File: src/rtl/core/ctdc_pkg.sv
package ctdc_pkg;

  localparam int WINDOW_SEC = 10;
  localparam int WIN_W      = $clog2(WINDOW_SEC);
  localparam int TIME_W     = 17;
  localparam int POWER_W    = 7;
  localparam int PERCENT    = 100;
  localparam int ROUND_HALF = 50;
  // Wide enough for power * WINDOW_SEC + ROUND_HALF and for (pos + 1) * PERCENT.
  localparam int ONL_W      = $clog2(PERCENT * WINDOW_SEC + ROUND_HALF + 1);

  localparam logic [TIME_W-1:0]  MAX_COOK_RESET  = TIME_W'(1800);
  localparam logic [TIME_W-1:0]  REMAINING_RESET = TIME_W'(30);
  localparam logic [POWER_W-1:0] POWER_FULL      = POWER_W'(100);

  typedef enum logic [2:0] {
    OP_TICK   = 3'd0,
    OP_SET    = 3'd1,
    OP_MODIFY = 3'd2,
    OP_START  = 3'd3,
    OP_STOP   = 3'd4,
    OP_PAUSE  = 3'd5,
    OP_RESUME = 3'd6,
    OP_MODE   = 3'd7
  } opcode_t;

  typedef enum logic [2:0] {
    RS_STOPPED = 3'b001,
    RS_RUNNING = 3'b010,
    RS_PAUSED  = 3'b100
  } run_state_t;

  localparam logic [1:0] RUN_CODE_STOPPED = 2'd0;
  localparam logic [1:0] RUN_CODE_RUNNING = 2'd1;
  localparam logic [1:0] RUN_CODE_PAUSED  = 2'd2;

  localparam logic STATUS_OK       = 1'b0;
  localparam logic STATUS_REJECTED = 1'b1;

  typedef struct packed {
    opcode_t              opcode;
    logic                 cook_mode;
    logic [TIME_W-1:0]    cook_time;
    logic [POWER_W-1:0]   power_level;
    logic                 power_given;
    logic                 start_after;
  } cmd_t;

  typedef struct packed {
    run_state_t           run;
    logic [TIME_W-1:0]    remaining;
    logic [WIN_W-1:0]     duty_phase;
    logic                 mode;
    logic [POWER_W-1:0]   power;
    logic                 relay;
  } state_t;

  localparam state_t STATE_RESET = '{
    run:        RS_STOPPED,
    remaining:  REMAINING_RESET,
    duty_phase: '0,
    mode:       1'b0,
    power:      POWER_FULL,
    relay:      1'b0
  };

  function automatic logic [1:0] run_code(input run_state_t rs);
    logic [1:0] code;
    case (rs)
      RS_STOPPED: code = RUN_CODE_STOPPED;
      RS_RUNNING: code = RUN_CODE_RUNNING;
      RS_PAUSED:  code = RUN_CODE_PAUSED;
      default:    code = RUN_CODE_STOPPED;
    endcase
    return code;
  endfunction

endpackage

File: src/rtl/core/ctdc_if.sv
interface ctdc_cmd_if;
  import ctdc_pkg::*;

  logic                 valid;
  logic                 ready;
  logic [2:0]           opcode;
  logic                 cook_mode;
  logic [TIME_W-1:0]    cook_time;
  logic [POWER_W-1:0]   power_level;
  logic                 power_given;
  logic                 start_after;

  modport source (
    output valid, opcode, cook_mode, cook_time, power_level, power_given, start_after,
    input  ready
  );

  modport sink (
    input  valid, opcode, cook_mode, cook_time, power_level, power_given, start_after,
    output ready
  );
endinterface

interface ctdc_rsp_if;
  import ctdc_pkg::*;

  logic                 valid;
  logic                 ready;
  logic [1:0]           run_state;
  logic                 relay_on;
  logic [TIME_W-1:0]    seconds_left;
  logic                 mode_now;
  logic [POWER_W-1:0]   power_now;
  logic                 completed;
  logic                 status;

  modport source (
    output valid, run_state, relay_on, seconds_left, mode_now, power_now, completed, status,
    input  ready
  );

  modport sink (
    input  valid, run_state, relay_on, seconds_left, mode_now, power_now, completed, status,
    output ready
  );
endinterface

File: src/rtl/core/cook_timer_duty_cycle_controller_core.sv
// The result of a command is valid in the cycle after its transaction.
// One command per cycle while rsp.ready is high; the single result register sets the
// pace, and a new command is taken in the cycle its predecessor's result is taken.
// Reset (synchronous, rst high): stopped, 30 s left, window at 0, normal mode,
// 100 % power, relay off, max cook time 1800 s, no result pending.
module cook_timer_duty_cycle_controller_core
  import ctdc_pkg::*;
(
  input  logic              clk,
  input  logic              rst,
  ctdc_cmd_if.sink          cmd,
  ctdc_rsp_if.source        rsp,
  input  logic              cfg_we,
  input  logic [TIME_W-1:0] cfg_data
);

  state_t            state;
  state_t            state_next;
  cmd_t              cmd_in;
  logic [TIME_W-1:0] max_cook;
  logic              out_valid;
  logic              accept;
  logic              step_done;
  logic              step_status;

  assign cmd_in = '{
    opcode:      opcode_t'(cmd.opcode),
    cook_mode:   cmd.cook_mode,
    cook_time:   cmd.cook_time,
    power_level: cmd.power_level,
    power_given: cmd.power_given,
    start_after: cmd.start_after
  };

  // The result register frees up in the same cycle its transaction completes.
  assign cmd.ready = !out_valid || rsp.ready;
  assign accept    = cmd.valid && cmd.ready;
  assign rsp.valid = out_valid;

  ctdc_step u_step (
    .st       (state),
    .cmd      (cmd_in),
    .max_cook (max_cook),
    .st_next  (state_next),
    .done     (step_done),
    .status   (step_status)
  );

  always_ff @(posedge clk) begin
    if (rst) begin
      state     <= STATE_RESET;
      max_cook  <= MAX_COOK_RESET;
      out_valid <= 1'b0;
    end else begin
      if (cfg_we) begin
        max_cook <= cfg_data;
      end
      if (accept) begin
        state     <= state_next;
        out_valid <= 1'b1;
      end else if (rsp.ready) begin
        out_valid <= 1'b0;
      end
    end
  end

  always_ff @(posedge clk) begin
    if (accept) begin
      rsp.run_state    <= run_code(state_next.run);
      rsp.relay_on     <= state_next.relay;
      rsp.seconds_left <= state_next.remaining;
      rsp.mode_now     <= state_next.mode;
      rsp.power_now    <= state_next.power;
      rsp.completed    <= step_done;
      rsp.status       <= step_status;
    end
  end

endmodule

File: src/rtl/core/ctdc_step.sv
module ctdc_step
  import ctdc_pkg::*;
(
  input  state_t             st,
  input  cmd_t               cmd,
  input  logic [TIME_W-1:0]  max_cook,
  output state_t             st_next,
  output logic               done,
  output logic               status
);

  logic [TIME_W-1:0]  time_clamped;
  logic [TIME_W-1:0]  remaining_dec;
  logic [WIN_W-1:0]   pos_inc;
  logic [ONL_W-1:0]   on_limit;
  logic [ONL_W-1:0]   pos_scaled;
  logic [POWER_W-1:0] power_clamped;

  assign time_clamped  = (cmd.cook_time > max_cook) ? max_cook : cmd.cook_time;
  assign power_clamped = (cmd.power_level > POWER_FULL) ? POWER_FULL : cmd.power_level;
  assign remaining_dec = (st.remaining != '0) ? st.remaining - TIME_W'(1) : '0;
  assign pos_inc       = (st.duty_phase == WIN_W'(WINDOW_SEC - 1)) ?
                         '0 : st.duty_phase + WIN_W'(1);

  // The relay is on while pos < round(power * WINDOW_SEC / 100), which is the same as
  // (pos + 1) * 100 <= power * WINDOW_SEC + 50.
  assign on_limit   = ONL_W'(st.power) * ONL_W'(WINDOW_SEC) + ONL_W'(ROUND_HALF);
  assign pos_scaled = (ONL_W'(pos_inc) + ONL_W'(1)) * ONL_W'(PERCENT);

  always_comb begin
    st_next = st;
    done    = 1'b0;
    status  = STATUS_OK;
    case (cmd.opcode)
      OP_TICK: begin
        if (st.run == RS_RUNNING) begin
          st_next.remaining = remaining_dec;
          if (remaining_dec == '0) begin
            done          = 1'b1;
            st_next.run   = RS_STOPPED;
            st_next.relay = 1'b0;
          end else begin
            st_next.duty_phase = pos_inc;
            st_next.relay      = (pos_scaled <= on_limit);
          end
        end
      end
      OP_SET: begin
        st_next.mode      = cmd.cook_mode;
        st_next.remaining = time_clamped;
        if (cmd.power_given) begin
          st_next.power = power_clamped;
        end
        if (cmd.start_after) begin
          st_next.run        = RS_RUNNING;
          st_next.duty_phase = '0;
        end
      end
      OP_MODIFY: begin
        st_next.remaining = time_clamped;
      end
      OP_START, OP_RESUME: begin
        st_next.run        = RS_RUNNING;
        st_next.duty_phase = '0;
      end
      OP_STOP: begin
        st_next.run   = RS_STOPPED;
        st_next.relay = 1'b0;
      end
      OP_PAUSE: begin
        st_next.run   = RS_PAUSED;
        st_next.relay = 1'b0;
      end
      OP_MODE: begin
        if (st.run == RS_RUNNING) begin
          status = STATUS_REJECTED;
        end else begin
          st_next.mode = cmd.cook_mode;
        end
      end
      default: begin
        st_next = st;
      end
    endcase
  end

endmodule

File: src/flat_wrapper.sv
// flat-port wrapper written by rule: the top's interface ports become plain ports
module cook_timer_duty_cycle_controller_core_flat import ctdc_pkg::*;
  (clk, rst, cfg_we, cfg_data, cmd_valid, cmd_opcode, cmd_cook_mode, cmd_cook_time, cmd_power_level, cmd_power_given, cmd_start_after, cmd_ready, rsp_valid, rsp_run_state, rsp_relay_on, rsp_seconds_left, rsp_mode_now, rsp_power_now, rsp_completed, rsp_status, rsp_ready);
  ctdc_cmd_if cmd_i ();
  ctdc_rsp_if rsp_i ();
  input  logic clk;
  input  logic rst;
  input  logic cfg_we;
  input  logic [TIME_W-1:0] cfg_data;
  input wire logic [$bits(cmd_i.valid)-1:0] cmd_valid;
  input wire logic [$bits(cmd_i.opcode)-1:0] cmd_opcode;
  input wire logic [$bits(cmd_i.cook_mode)-1:0] cmd_cook_mode;
  input wire logic [$bits(cmd_i.cook_time)-1:0] cmd_cook_time;
  input wire logic [$bits(cmd_i.power_level)-1:0] cmd_power_level;
  input wire logic [$bits(cmd_i.power_given)-1:0] cmd_power_given;
  input wire logic [$bits(cmd_i.start_after)-1:0] cmd_start_after;
  output wire logic [$bits(cmd_i.ready)-1:0] cmd_ready;
  output wire logic [$bits(rsp_i.valid)-1:0] rsp_valid;
  output wire logic [$bits(rsp_i.run_state)-1:0] rsp_run_state;
  output wire logic [$bits(rsp_i.relay_on)-1:0] rsp_relay_on;
  output wire logic [$bits(rsp_i.seconds_left)-1:0] rsp_seconds_left;
  output wire logic [$bits(rsp_i.mode_now)-1:0] rsp_mode_now;
  output wire logic [$bits(rsp_i.power_now)-1:0] rsp_power_now;
  output wire logic [$bits(rsp_i.completed)-1:0] rsp_completed;
  output wire logic [$bits(rsp_i.status)-1:0] rsp_status;
  input wire logic [$bits(rsp_i.ready)-1:0] rsp_ready;
  assign cmd_i.valid = cmd_valid;
  assign cmd_i.opcode = cmd_opcode;
  assign cmd_i.cook_mode = cmd_cook_mode;
  assign cmd_i.cook_time = cmd_cook_time;
  assign cmd_i.power_level = cmd_power_level;
  assign cmd_i.power_given = cmd_power_given;
  assign cmd_i.start_after = cmd_start_after;
  assign cmd_ready = cmd_i.ready;
  assign rsp_valid = rsp_i.valid;
  assign rsp_run_state = rsp_i.run_state;
  assign rsp_relay_on = rsp_i.relay_on;
  assign rsp_seconds_left = rsp_i.seconds_left;
  assign rsp_mode_now = rsp_i.mode_now;
  assign rsp_power_now = rsp_i.power_now;
  assign rsp_completed = rsp_i.completed;
  assign rsp_status = rsp_i.status;
  assign rsp_i.ready = rsp_ready;
  cook_timer_duty_cycle_controller_core u_core (.clk(clk), .rst(rst), .cmd(cmd_i), .rsp(rsp_i), .cfg_we(cfg_we), .cfg_data(cfg_data));
endmodule
File: config.mk
export PLATFORM = sky130hd
export DESIGN_NAME = cook_timer_duty_cycle_controller_core_flat
export DESIGN_NICKNAME = d
export VERILOG_FILES = /design/src/rtl/core/ctdc_pkg.sv /design/src/rtl/core/ctdc_if.sv /design/src/rtl/core/cook_timer_duty_cycle_controller_core.sv /design/src/rtl/core/ctdc_step.sv /design/src/flat_wrapper.sv
export SDC_FILE = /design/constraint.sdc
export NUM_CORES = 1
export LEC_CHECK = 0
export ABC_AREA = 1
export BUFFER_PORTS_ARGS = -buffer_cell sky130_fd_sc_hd__clkbuf_2
export CAP_MARGIN = 25
export CORE_MARGIN = 5
export CORE_UTILIZATION = 45
export CTS_CLUSTER_SIZE = 16
export DETAILED_ROUTE_END_ITERATION = 10
export PLACE_DENSITY = 0.64
export SLEW_MARGIN = 15
export SYNTH_ARGS = -nofsm -noshare
export SYNTH_HDL_FRONTEND = slang
export SYNTH_SLANG_ARGS = --single-unit
File: constraint.sdc
create_clock -name clk -period 3.84 [get_ports clk]
set_clock_uncertainty 0.2 [all_clocks]
set_input_delay 1.152 -clock clk [delete_from_list [all_inputs] [get_ports clk]]
set_output_delay 1.152 -clock clk [all_outputs]
set_load 0.02 [all_outputs]
# == Word level (Yosys, flattened, before mapping) ==
# Index checks and enable logic that the tools add are counted.
# totals
reg_bits,81
input_bits,52
# classes
addsub,4
mul,2
n_lt_le_gt_ge,3
n_eq_ne,14
n_mux,24
reduce_logical,13
# op_table
cell,n
17-bit 2-to-1 mux,2
17-bit one-hot mux with 2 select lines,1
24-bit 2-to-1 mux,1
7-bit 2-to-1 mux,3
17-bit > comparator,1
17-bit zero test,1
17-bit nonzero test,1
"17-bit by 1-bit subtractor with 17-bit output, second input constant",1
"3-bit equality test, second input constant",5
3-bit one-hot mux with 5 select lines,1
"3-bit by 2-bit equality test with 1-bit output, second input constant",4
4-bit 2-to-1 mux,3
4-bit one-hot mux with 3 select lines,1
"11-bit by 6-bit adder with 11-bit output, second input constant",1
11-bit <= comparator,1
"7-bit by 3-bit multiplier with 10-bit output, second input constant",1
"5-bit by 5-bit multiplier with 9-bit output, second input constant",1
"7-bit > comparator, second input constant",1
1-bit 2-to-1 mux,7
3-bit 2-to-1 mux,2
"2-bit != test, second input constant",3
2-bit OR reduction,3
"4-bit by 1-bit adder with 5-bit output, second input constant",1
5-bit AND reduction,1
other kinds (12),13

# == Longest topological paths before layout ==
# depth
ltp_word,8
mapped_depth,25

# == Modules after synthesis ==
# A second synthesis with hierarchy kept.
# hier_totals
hier_cells,900
hier_area_um2,6211.0
# modules_own_cells
module,n_inst,cells_each,area_each_um2
ctdc_step,1,589,3210.6
cook_timer_duty_cycle_controller_core,1,311,3000.4

# == Worst setup path after synthesis ==
# No wires, ideal clock.
# synth_path
kind,register to register
startpoint,register u_core.state[9] (netlist bit)
endpoint,register u_core.rsp.relay_on (data pin)
t_arrival_ns,3.573
required_time_ns,3.381
path_slack_ns,-0.192
stages_incl_launch_ff,23
n_path_buf,1
synth_period_minus_slack_ns,4.032
path_cell_list,dfxtp_1 > clkbuf_1 > inv_1 > nor3_1 > or2_2 > inv_1 > nand2_1 > o21a_1 > ha_1 > inv_1 > ha_1 > ha_1 > ha_1 > a21oi_1 > xor2_1 > ha_1 > nand2_1 > nor2_1 > o2111ai_1 > o2111ai_1 > a21oi_1 > nand3_1 > nand2_1
# synth_rtl
element,line_no,source
start: declaration,cook_timer_duty_cycle_controller_core.sv:17,state_t state;
start signal: assignment,cook_timer_duty_cycle_controller_core.sv:59,state <= state_next;
end signal: assignment,cook_timer_duty_cycle_controller_core.sv:70,rsp.relay_on <= state_next.relay;
end: declaration,ctdc_if.sv:38,"output valid, run_state, relay_on, seconds_left, mode_now, power_now, completed, status,"

==> metrics.txt <==
status=completed; Area contributors post-synth=dfxtp_1 (17%), edfxtp_1 (15%), ha_1 (11%); largest net degree at the start of global routing=41; Max-Cap Viols=0; row count=a little over 40; final hold vios=0; Residual DRC=0; Area after DPL=6605 um^2; RSZ-0062 raised after global routing=true; crit path max-delay cell type=dfxtp_4; grt ovf=0; WP data arrival=3.70 ns; share of post-route cells with drive strength above 1=between 10% and 20%; XOR/XNOR Fraction of Synth Area=2.986%; Ports=84; GP Congestion=0.9125; clk slew on worst S/H paths=approximately 0.06 ns; vias in the first global route=5281; die area=15420 um^2; Finished Cell Area=7087 um^2; CP delay by family, top=adder cells; adder-cell share of the synthesized area=11.56%; Mapped Nets=935; Fmax achieved=263.1 MHz; Rel. slew slack=53.94%; drt first pass iters=4; core area=~13000 um^2; Clock Sinks=81; via count=roughly 5600; Tmin final=3.801 ns; root buffer selected by CTS=clkbuf_16; WP data required=around 3.7 ns; post-synthesis sequential area ratio=32.76%; CTS tree=built; synth cell count leaders=nand2_1 (161), inv_1 (132), nand3_1 (88), a21oi_1 (71), o21ai_0 (66); cell taking the most area after synthesis=dfxtp_1; crit path cell chain=nand2_4, nor2_4, xor2_1, or2_4, inv_2, nand2_1, o21a_1, ha_1, inv_2, ha_4, ha_4, ha_4, a21oi_2, xor2_1, ha_1, nand2_2, nor2_4, o2111ai_2, o2111ai_2, a21oi_2, nand3_1, nand2_1; Peak supply drop=between 0.15 and 0.2 mV; area grow syn2layout=20.82%; clock buffer depth=2; Layout Nets=between 1000 and 1500; slowest stage delay, CP=0.35 ns; Avg Cell Area, Syn=between 7 and 8 um^2; WS Path Type=reg2reg; Worst Max-Slew Pin Slew=roughly 0.7 ns; Synth Flop Type=dfxtp_1; synth unique cells=40; crit path launch type=register; RR Startpoint=u_core.state[9]; All-Layer GR Usage=20.57%; diode count=0; cts bufs inserted=9; Compound-Gate Fraction of Synth Area=around 14%; Hold Path Class=reg2reg; largest family of logic cells by synthesized area=simple AND/OR/NAND/NOR gates; Filler cells=1310; Initial Utilization=a little under half; placed cells=1083; simple-gate share of the synthesized area=28.18%; Synth Cell Area=5866 um^2; FF-to-FF End=u_core.rsp.relay_on; Non-Filler Instances=1102; top-count cell post-synth=nand2_1; Final Routed Wirelength=15100 um; pwr dens=a little over 400 nW/um^2; top cell type's share of synthesized area=17.41%; Port Buffer Count=83; H-Tree Depth=3; Critical Path Sink Type=register; initial DRC count=between 300 and 400; Syn Inst Count=830; yosys warns=0; number of enable flip-flop cells after synthesis=30; FFs w/ async S/R, synth=0%; buffers and inverters on the worst path=2; final setup violation count=0; Yosys reg bits=81; Critical Path Source=u_core.state[9]; die width=124.2 um; Util after Layout=55.70%; post-synthesis mux area share=0%; clk_lat worst skew=roughly 0.35 ns; Max Slew Vio Count=0; fin crit share=98.98%; internal reg-to-reg setup slack=0.04 ns; crit path to=u_core.rsp.relay_on; DP HPWL=11550 um; drt wl/cell=13.70 um; first-pass GRT wire length=roughly 25000 um; Max Fanout on Critical Path=3; Detail Route Antenna Nets=0; DR vias/cell=5.044; Worst path depth=22; multi-input logic area=roughly 3500 um^2; Crit path top cell by count=ha_4; initial antenna violation count=0; Pleak=3.521 nW; Reg area=1929 um^2; R2R cell count=22; die height=124.2 um
[layout make-up]
type | instances | share of cell area [%]
clock buffers | 11 | 3.284
well taps | 172 | 3.037
inverters | 133 | 7.115
multi-input cells | 591 | 49.36
repair buffers | 109 | 8.845
flip-flops and latches | 81 | 27.22
clock inverters | 5 | 1.130
[power breakdown]
group | leakage [nW] | switching [mW] | internal (mW) | total (mW)
Sequential | 0.720 | 0.0476 | 0.972 | 1.02
Combinational | 2.65 | 0.556 | 0.363 | 0.919
Clock | 0.146 | 0.350 | 0.569 | 0.919
Total | 3.52 | 0.954 | 1.90 | 2.86
[worst min path at each step]
| stage | to | depth (start not counted) | slack, ns | startpoint |
|---|---|---|---|---|
| 2_1_floorplan | u_core.max_cook[1] | 2 | 0.25 | u_core.max_cook[1] |
| 3_3_place_gp | u_core.max_cook[2] | 2 | 0.28 | u_core.max_cook[2] |
| 3_5_place_dp | u_core.max_cook[4] | 2 | 0.28 | u_core.max_cook[4] |
| 4_1_cts | u_core.max_cook[4] | 2 | 0.29 | u_core.max_cook[4] |
| 5_1_grt | u_core.max_cook[13] | 2 | 0.33 | u_core.max_cook[13] |
| 6_report | u_core.max_cook[13] | 2 | 0.29 | u_core.max_cook[13] |
[stage by stage]
stage	TNS [ns]	hold slack (ns)	worst slack [ns]	total power [mW]
3_5_place_dp	-0.3139	0.2836	-0.1710	1.877
2_1_floorplan	0	0.2520	0.01654	1.635
5_1_grt	-0.3267	0.3260	-0.1742	3.061
4_1_cts	0	0.2926	0.007478	2.824
3_3_place_gp	-0.1039	0.2766	-0.06838	1.869
6_report	0	0.2901	0.03919	2.858
[registers in the layout, indices dropped and copies added, names as in the netlist]
register                 flops
u_core.rsp.status            1
u_core.rsp.power_now         7
u_core.max_cook             17
u_core.rsp.completed         1
u_core.rsp.relay_on          1
u_core.rsp.mode_now          1
u_core.rsp.valid             1
u_core.state                33
u_core.rsp.seconds_left     17
u_core.rsp.run_state         2
[routing by layer]
metal / up-vias / GRT usage [%] / wire [um]
li1: 2929 / - / -
met1: 2477 / 27.94 / 7300
met2: 138 / 33.01 / 6762
met3: 15 / 4.314 / 819
met4: 0 / 6.092 / 213
met5: - / 0 / 0
[cell families (layout without fill, tap and decap cells)]
| family | count (synthesis) | count (layout) |
|---|---|---|
| adders and majority gates | 53 | 53 |
| and+or+nand+nor | 362 | 362 |
| buffers and inverters | 158 | 258 |
| xor gates and xnor gates | 20 | 20 |
| DFF | 81 | 81 |
| AOI/OAI and AO/OA | 156 | 156 |
[worst reg2reg max path, delay by kind of cell, from the launching register on]
family,cells,cell delay (ns)
XOR/XNOR,2,0.29
flip-flops,1,0.35
AO/OA/AOI/OAI,5,0.47
AND/OR/NAND/NOR,8,0.76
buffers and inverters,2,0.14
adder cells (fa/ha/maj),5,1.35
[repair_timing]
| item | CTS | global route |
|---|---|---|
| hold buffers | 0 | 0 |
| pin swaps | 10 | 15 |
| setup buffers | 0 | 2 |
| gates resized for setup | 14 | 23 |
| endpoints found under the setup margin | 2 | 2 |
[cells in the final DEF (no fill, tap or decap), types with 3 or more instances in the layout]
cell type / n
nand2_1: 158
inv_1: 126
nand3_1: 88
clkbuf_2: 83
a21oi_1: 69
o21ai_0: 65
nor2_1: 61
dfxtp_1: 47
ha_1: 44
edfxtp_1: 30
buf_4: 24
xor2_1: 14
nor2_2: 10
nand3b_1: 10
clkbuf_16: 9
nand2_2: 8
nand4_1: 8
o22ai_1: 7
ha_4: 7
xnor2_1: 6
inv_2: 4
nor2_4: 4
nand2_4: 4
nor3_2: 3
nor3_1: 3
dfxtp_2: 3
No activity file was read; power rests on OpenSTA's default activity.
